**src/rtl/core/utrdc_pkg.sv**
```systemverilog
// Shared types, codes and defaults for the UART transmit ring chunker.
package utrdc_pkg;

  localparam int unsigned RING_DEPTH_DEF = 4096;
  localparam int unsigned CHUNK_MAX_DEF  = 512;

  localparam int unsigned ACT_W  = 3;
  localparam int unsigned BYTE_W = 8;
  localparam int unsigned LEN_W  = 10;
  localparam int unsigned PEND_W = 12;
  localparam int unsigned CNT_W  = 32;

  typedef enum logic [ACT_W-1:0] {
    ACT_WRITE   = 3'd0,
    ACT_PULL    = 3'd1,
    ACT_DONE    = 3'd2,
    ACT_ERROR   = 3'd3,
    ACT_REFUSED = 3'd4
  } action_e;

  typedef enum logic {
    ST_IDLE,
    ST_READ
  } state_e;

  typedef struct packed {
    logic [ACT_W-1:0]  action;
    logic [BYTE_W-1:0] write_byte;
    logic              message_end;
  } item_t;

  typedef struct packed {
    logic              accepted;
    logic              launch;
    logic [LEN_W-1:0]  launch_length;
    logic              tx_valid;
    logic [BYTE_W-1:0] tx_byte;
    logic [PEND_W-1:0] pending;
    logic [CNT_W-1:0]  overflow_total;
    logic [CNT_W-1:0]  failure_total;
  } res_t;

endpackage

```
**src/rtl/core/utrdc_core.sv**
```systemverilog
// Ring pointers, chunk state and counters; updates once per accepted word.
module utrdc_core
  import utrdc_pkg::*;
#(
  parameter int unsigned RING_DEPTH = RING_DEPTH_DEF,
  parameter int unsigned CHUNK_MAX  = CHUNK_MAX_DEF,
  localparam int unsigned PW        = $clog2(RING_DEPTH)
) (
  input  logic              clk_i,
  input  logic              rst_ni,
  input  logic              step_i,
  input  item_t             item_i,
  output res_t              res_o,
  output logic              ram_we_o,
  output logic [PW-1:0]     ram_waddr_o,
  output logic [BYTE_W-1:0] ram_wdata_o,
  output logic              ram_re_o,
  output logic [PW-1:0]     ram_raddr_o
);

  localparam int unsigned CW = (CHUNK_MAX > 1) ? $clog2(CHUNK_MAX + 1) : 1;
  localparam int unsigned MW = (PW > CW) ? PW : CW;
  localparam int unsigned SW = MW + 1;
  localparam logic [SW-1:0] DEPTH_S  = SW'(RING_DEPTH);
  localparam logic [PW:0]   DEPTH_Q  = (PW + 1)'(RING_DEPTH);
  localparam logic [PW-1:0] LAST_POS = PW'(RING_DEPTH - 1);
  localparam logic [MW-1:0] CMAX_M   = MW'(CHUNK_MAX);

  logic [PW-1:0]    wp_q, wp_d, rp_q, rp_d;
  logic [CW-1:0]    clen_q, clen_d, sent_q, sent_d;
  logic             busy_q, busy_d, drop_q, drop_d;
  logic [CNT_W-1:0] ovf_q, ovf_d, fail_q, fail_d;

  logic [PW-1:0] wp_inc, wp_n, rp_n, rp_adv, rd_pos;
  logic          full, try_l, busy_mid, launch;
  logic [CW-1:0] clen_mid, n_len;
  logic [PW-1:0] q_n;
  logic [MW-1:0] q_m;

  // Position plus offset, wrapped once; offset never reaches the depth.
  function automatic logic [PW-1:0] adv(input logic [PW-1:0] pos, input logic [CW-1:0] by);
    logic [SW-1:0] s;
    s = SW'(pos) + SW'(by);
    if (s >= DEPTH_S) begin
      s = s - DEPTH_S;
    end
    return PW'(s);
  endfunction

  function automatic logic [PW-1:0] fill(input logic [PW-1:0] w, input logic [PW-1:0] r);
    logic [PW:0] d;
    d = {1'b0, w} - {1'b0, r};
    if (w < r) begin
      d = d + DEPTH_Q;
    end
    return PW'(d);
  endfunction

  assign wp_inc = (wp_q == LAST_POS) ? '0 : wp_q + 1'b1;
  assign full   = (wp_inc == rp_q);
  assign rp_adv = adv(rp_q, clen_q);
  assign rd_pos = adv(rp_q, sent_q);

  always_comb begin
    wp_d     = wp_q;
    drop_d   = drop_q;
    ovf_d    = ovf_q;
    fail_d   = fail_q;
    sent_d   = sent_q;
    wp_n     = wp_q;
    rp_n     = rp_q;
    busy_mid = busy_q;
    clen_mid = clen_q;
    try_l    = 1'b0;
    ram_we_o = 1'b0;
    ram_re_o = 1'b0;
    res_o    = '0;

    case (action_e'(item_i.action))
      ACT_WRITE: begin
        if (drop_q) begin
          if (item_i.message_end) begin
            drop_d = 1'b0;
          end
        end else if (full) begin
          ovf_d  = ovf_q + 1'b1;
          drop_d = !item_i.message_end;
          try_l  = 1'b1;
        end else begin
          ram_we_o       = step_i;
          wp_n           = wp_inc;
          res_o.accepted = 1'b1;
          try_l          = item_i.message_end;
        end
      end
      ACT_PULL: begin
        if (busy_q && (sent_q < clen_q)) begin
          ram_re_o       = step_i;
          sent_d         = sent_q + 1'b1;
          res_o.tx_valid = 1'b1;
        end
      end
      ACT_DONE: begin
        rp_n     = rp_adv;
        busy_mid = 1'b0;
        clen_mid = '0;
        sent_d   = '0;
        try_l    = 1'b1;
      end
      ACT_ERROR: begin
        fail_d   = fail_q + 1'b1;
        busy_mid = 1'b0;
        clen_mid = '0;
        sent_d   = '0;
        try_l    = 1'b1;
      end
      ACT_REFUSED: begin
        fail_d   = fail_q + 1'b1;
        busy_mid = 1'b0;
        clen_mid = '0;
        sent_d   = '0;
      end
      default: begin
      end
    endcase

    wp_d = wp_n;
    rp_d = rp_n;

    // Launch sizing: min(pending after the word, chunk limit).
    q_n    = fill(wp_n, rp_n);
    q_m    = MW'(q_n);
    n_len  = CW'((q_m > CMAX_M) ? CMAX_M : q_m);
    launch = try_l && !busy_mid && (q_n != '0);

    busy_d = launch ? 1'b1 : busy_mid;
    clen_d = launch ? n_len : clen_mid;
    if (launch) begin
      sent_d = '0;
    end

    res_o.launch         = launch;
    res_o.launch_length  = launch ? LEN_W'(n_len) : '0;
    res_o.pending        = PEND_W'(q_n);
    res_o.overflow_total = ovf_d;
    res_o.failure_total  = fail_d;
  end

  assign ram_waddr_o = wp_q;
  assign ram_wdata_o = item_i.write_byte;
  assign ram_raddr_o = rd_pos;

  always_ff @(posedge clk_i or negedge rst_ni) begin
    if (!rst_ni) begin
      wp_q   <= '0;
      rp_q   <= '0;
      clen_q <= '0;
      sent_q <= '0;
      busy_q <= 1'b0;
      drop_q <= 1'b0;
      ovf_q  <= '0;
      fail_q <= '0;
    end else if (step_i) begin
      wp_q   <= wp_d;
      rp_q   <= rp_d;
      clen_q <= clen_d;
      sent_q <= sent_d;
      busy_q <= busy_d;
      drop_q <= drop_d;
      ovf_q  <= ovf_d;
      fail_q <= fail_d;
    end
  end

endmodule

```
**config.mk**
```make
export PLATFORM = sky130hd
export DESIGN_NAME = utrdc_core
export DESIGN_NICKNAME = d
export VERILOG_FILES = /design/src/rtl/core/utrdc_pkg.sv /design/src/rtl/core/utrdc_core.sv
export SDC_FILE = /design/constraint.sdc
export NUM_CORES = 1
export LEC_CHECK = 0
export CAP_MARGIN = 20
export CORE_AREA = 3 3 127 129
export CTS_BUF_LIST = sky130_fd_sc_hd__clkbuf_16
export DETAILED_ROUTE_END_ITERATION = 7
export DIE_AREA = 0 0 130 132
export DONT_BUFFER_PORTS = 1
export PLACE_DENSITY = 0.81
export SLEW_MARGIN = 20
export SYNTH_ARGS = -nofsm -noshare
export SYNTH_HDL_FRONTEND = slang
export SYNTH_SLANG_ARGS = --single-unit
```
**constraint.sdc**
```tcl
create_clock -name clk_i -period 7.1 [get_ports clk_i]
set_input_delay 0.71 -clock clk_i [delete_from_list [all_inputs] [get_ports clk_i]]
set_output_delay 0.71 -clock clk_i [all_outputs]
set_load 0.1 [all_outputs]
```
# After elaboration in Yosys (flattened, before gate mapping)
# Cells that the tools add are included.
# W data, S select, Z words.
dict set report totals {
  regBits 110
  word_cells 82
}
dict set report op_classes {
  n_addsub 10
  magnitude_cmp 5
  n_eq_ne 7
  muxes 37
  reduce_logical 15
}
# op count
set ops {}
lappend ops {{$mux W32} 4}
lappend ops {{$mux W12} 8}
lappend ops {{$add A32 B1 Y32 const B} 2}
lappend ops {{$mux W10} 6}
lappend ops {{$add A12 B10 Y13} 2}
lappend ops {{$ge A13 B13 Y1 const B} 2}
lappend ops {{$add A12 B1 Y12 const B} 2}
lappend ops {{$sub A12 B1 Y12 const B} 2}
lappend ops {{$pmux W10 S2} 1}
lappend ops {{$mux W1} 17}
lappend ops {{$eq A12 B12 Y1} 1}
lappend ops {{$eq A12 B12 Y1 const B} 1}
lappend ops {{$gt A12 B10 Y1 const B} 1}
lappend ops {{$lt A12 B12 Y1} 1}
lappend ops {{$reduce_bool A12 Y1} 1}
lappend ops {{$sub A12 B12 Y12} 1}
lappend ops {{$add A10 B1 Y10 const B} 1}
lappend ops {{$lt A10 B10 Y1} 1}
lappend ops {{$eq A3 B2 Y1 const B} 2}
lappend ops {{$reduce_and A2 Y1} 2}
lappend ops {{$reduce_or A2 Y1} 2}
lappend ops {{$eq A3 B1 Y1 const B} 1}
lappend ops {{$eq A3 B3 Y1 const B} 1}
lappend ops {{$logic_and A1 B1 Y1} 3}
lappend ops {{other kinds (8)} 9}

# Longest topological paths before layout
dict set report logic_depth {
  ltp_word 13
  ltp_mapped 26
  mapped_depth_nobuf 23
}

# Least setup slack after synthesis
# No wires, ideal clock.
dict set report synth_path {
  path_type {reg-to-output}
  startpoint {reg wp_q[1] (netlist: ram_waddr_o[1])}
  endpoint {out res_o[92] (netlist name)}
  t_arrival_ps 9400
  required_ps 6390
  slack_ps -3010
  stages_incl_launch_ff 23
  cell_sequence {dfrtp_1 -> ha_1 -> nand3_4 -> buf_6 -> nor4_2 -> o211ai_1 -> nand3_1 -> nor4_4 -> a21o_4 -> inv_2 -> clkbuf_1 -> nand2_1 -> and2_1 -> inv_1 -> ha_1 -> nor2b_1 -> o31ai_2 -> a21boi_0 -> or4_1 -> nor4_1 -> xnor2_1 -> nand4_1 -> nor2_1}
}
# element line
set synth_lines {}
lappend synth_lines {{from (decl)} utrdc_core.sv:29} ;# logic [PW-1:0] wp_q, wp_d, rp_q, rp_d;
lappend synth_lines {{from (signal assigned)} utrdc_core.sv:164} ;# wp_q <= wp_d;
lappend synth_lines {{to (decl)} utrdc_core.sv:13} ;# output res_t res_o,

==> results.sh <==
export IMPL_power_frac_clock=0.191
export IMPL_synth_warning_count=0
export IMPL_cpLargestDelayFamily="simple AND/OR/NAND/NOR gates"
export IMPL_num_nets_final=1137
export IMPL_timing_critical_path_cells="ha_4, and3_2, nand3_1, xnor2_1, or4b_4, nor4_4, a21o_4, inv_4, nand2_2, and2_4, inv_1, ha_1, nor2b_4, o31ai_4, a211oi_2, o31ai_4, nor3b_4, or3b_4, a41oi_4, nor2_2, buf_6, nor4_4, buf_6"
export IMPL_clk_insertion_delay_late_ps=370
export IMPL_clock_skew_ps=8.756
export IMPL_worst_endpoint_required_ps=6390
export IMPL_tritoncts_clock_tree="yes"
export IMPL_seq_pwr_share=0.292
export IMPL_cts_max_path_buffers=2
export IMPL_worst_path_largest_cell_delay_ps=670
export IMPL_mapped_cells=1041
export IMPL_num_vias=7755
export IMPL_top_usage_layer="met2"
export IMPL_synth_async_sr_flop_share=1.000
export IMPL_timing_final_setup_violations=0
export IMPL_crit_type="register to output pin"
export IMPL_detail_route_vias_per_cell=6.116
export IMPL_maximum_number_of_pins_on_one_net_before_global_route_repair=111
export IMPL_p_int_uw=1305
export IMPL_synth_cell_area_sq_mm=0.008935
export IMPL_global_placer_s_final_weighted_congestion=0.9746
export IMPL_gr_usage_all_layers=0.2714
export IMPL_ys_ff_latch=110
export IMPL_tightest_slew_ps=1183
export IMPL_timing_hold_violations_final=0
export IMPL_ctsHtreeMaxLevel=3
export IMPL_grt_antenna_before_repair=0
export IMPL_max_cap_violations=0
export IMPL_yosysSeqAreaShare=0.3081
export IMPL_gr_usage_met2=0.4226
export IMPL_holdWs_ps=27.37
export IMPL_die_width_um=130
export IMPL_startpoint_type="register"
export IMPL_power_leakage_uw=0.004962
export IMPL_switching_share=0.5294
export IMPL_met3_usage=0.04984
export IMPL_drc=0
export IMPL_critical_path_max_fanout=11
export IMPL_total_congestion_overflow=0
export IMPL_shortest_period_the_worst_path_allows_ps=6895
export IMPL_cts_num_sinks=110
export IMPL_port_buffers=0
export IMPL_core_area_sq_mm=0.01515
export IMPL_cts_buffers=9
export IMPL_place_detailed_hpwl_um=17210
export IMPL_clkTransAtPathRegs_ps=80
export IMPL_route_final_wire_length_um=23380
export IMPL_timing_critical_path_buf_inv=4
export IMPL_layout_filler_cells=1127
export IMPL_detail_route_first_pass_iterations=6
export IMPL_max_slew_margin_rel=0.2109
export IMPL_ioPinCount=146
export IMPL_finish_cell_count_without_fillers=1268
export IMPL_report_final_slew_viol_count=0
export IMPL_diodes=0
export IMPL_drt_iter0_drc=642
export IMPL_die_area_sq_mm=0.01716
export IMPL_crit_arrival_ps=6190
export IMPL_clock_tree_root_cell="sky130_fd_sc_hd__clkbuf_16"
export IMPL_clock_fmax_mhz=145.0
export IMPL_met1_usage=0.3861
export IMPL_grt_pass1_wl_um=37770
export IMPL_route_antenna_remaining_nets=0
export IMPL_syn_to_final_growth_pct=19.70
export IMPL_depth_of_the_worst_register_to_register_path=23
export IMPL_mostFrequentLayoutCells="98 x sky130_fd_sc_hd__dfrtp_1, 97 x sky130_fd_sc_hd__nand2_1, 84 x sky130_fd_sc_hd__nor2_1, 76 x sky130_fd_sc_hd__buf_4, 69 x sky130_fd_sc_hd__xnor2_1"
export IMPL_dpl_cell_count=1247
export IMPL_rsz0062_at_grt="yes"
export IMPL_run_status="complete, no violations"
export IMPL_totalNegativeSetupSlack_ps=0
export IMPL_critPathSlowestCell="sky130_fd_sc_hd__dfrtp_4"
export IMPL_synth_area_per_cell_sq_um=8.583
export IMPL_critical_path_stages=23
export IMPL_combPwrFrac=0.518
export IMPL_worst_ir_drop_vdd_uv=216.5
export IMPL_power_density_mw_per_mm2=259.3
export IMPL_start_util=0.5899
export IMPL_final_layout_size_suffix_gt1_frac=0.2417
export IMPL_switching_power_uw=1468
export IMPL_min_delay_path_class="input port to async pin"
export IMPL_synth_distinct_cells=85
export IMPL_critical_path_endpoint_type="output pin"
export IMPL_fin_crit_sh=0.9712
export IMPL_vias_in_the_first_global_route=7311
export IMPL_yosys_most_used_dff="sky130_fd_sc_hd__dfrtp_1"
export IMPL_cts_hold_buf=0
export IMPL_synth_edf_count=0
export IMPL_layout_cells_most_common="sky130_fd_sc_hd__dfrtp_1"
export IMPL_std_cell_rows=45
export IMPL_fp_dieH_um=132
export IMPL_post_drt_wl_per_cell_um=18.44
[cell usage after synthesis (24+ instances only)]
| cell type | count | area share |
|---|---|---|
| sky130_fd_sc_hd__nand3_1 | 53 | 0.030 |
| sky130_fd_sc_hd__xor2_1 | 56 | 0.055 |
| sky130_fd_sc_hd__inv_1 | 47 | 0.020 |
| sky130_fd_sc_hd__a21oi_1 | 51 | 0.029 |
| sky130_fd_sc_hd__and3_1 | 25 | 0.018 |
| sky130_fd_sc_hd__nand2_1 | 99 | 0.042 |
| sky130_fd_sc_hd__nand4_1 | 24 | 0.017 |
| sky130_fd_sc_hd__o21ai_0 | 36 | 0.020 |
| sky130_fd_sc_hd__nor2_1 | 88 | 0.037 |
| sky130_fd_sc_hd__ha_1 | 44 | 0.062 |
| sky130_fd_sc_hd__xnor2_1 | 116 | 0.11 |
| sky130_fd_sc_hd__dfrtp_1 | 110 | 0.31 |
| sky130_fd_sc_hd__clkbuf_1 | 26 | 0.011 |
[power groups by stage]
stage	sequential [uW]	clock [uW]	combinational [uW]
after floorplan	792	0	1160
after global placement	814	0	1370
after detailed placement	819	0	1390
after CTS	807	536	1400
after global routing	818	558	1510
final	809	530	1440
[routing by layer]
layer	share of wire	up-vias
li1	-	3625
met1	0.44	3811
met2	0.48	274
met3	0.066	45
met4	0.022	0
met5	0	-
[state kept, by name, indices dropped and copies added, names as in the netlist]
register	cells
drop_q	1
ram_waddr_o	12
fail_q	32
clen_q	10
busy_q	1
sent_q	10
ovf_q	32
rp_q	12
[per-stage QoR]
| step | utilization | cell area (sq um) | power [uW] | setup WS, ps |
|---|---|---|---|---|
| CTS | 0.6969 | 10560 | 2740 | 22.48 |
| global route | 0.7062 | 10700 | 2883 | -32.38 |
| floorplan | - | 9194 | 1950 | -300.5 |
| detailed placement | 0.6769 | 10250 | 2209 | 454.7 |
| global placement | 0.6754 | 10230 | 2184 | 605.3 |
| finish | 0.7062 | 10700 | 2774 | 204.7 |
[worst paths after layout]
check                                           startpoint                endpoint  slack, ps
max in group asynchronous                           rst_ni   clen_q[3]$_DFFE_PN0P_       6890
worst min-delay path                                rst_ni   ovf_q[12]$_DFFE_PN0P_         30
worst max register to register  ram_waddr_o[1]$_DFFE_PN0P_   clen_q[3]$_DFFE_PN0P_       1010
worst min register to register      fail_q[31]$_DFFE_PN0P_  fail_q[31]$_DFFE_PN0P_        530
worst max-delay path            ram_waddr_o[1]$_DFFE_PN0P_               res_o[93]        200
min in group clk_i                               item_i[0]      drop_q$_DFFE_PN0P_        420
[cell type report]
cell class | count | area, sq um | area share
clock buffer | 9 | 225.2 | 0.02106
multi-input combinational | 820 | 6490 | 0.6068
timing repair buffer | 85 | 683.2 | 0.06387
clock inverter | 7 | 77.57 | 0.007253
sequential | 110 | 2798 | 0.2616
tap | 188 | 235.2 | 0.02199
inverter | 49 | 186.4 | 0.01743
[cells by family (layout without fill, tap and decap cells)]
kind of cell	count (synthesis)	count (layout)	synth area share
adders and majority gates	47	47	0.06834
muxes	22	22	0.02885
other	1	8	0.0004197
DFF	110	110	0.3081
buffers and inverters	118	150	0.06343
AOI/OAI and AO/OA	157	157	0.1143
and+or+nand+nor	414	414	0.2480
xor gates and xnor gates	172	172	0.1686
[repair_timing]
action	in CTS	in global routing
setup buffers	0	5
hold endpoints to repair	0	0
gates resized for setup	0	18
endpoints found under the setup margin	0	11
No activity file was read; power rests on OpenSTA's default activity.
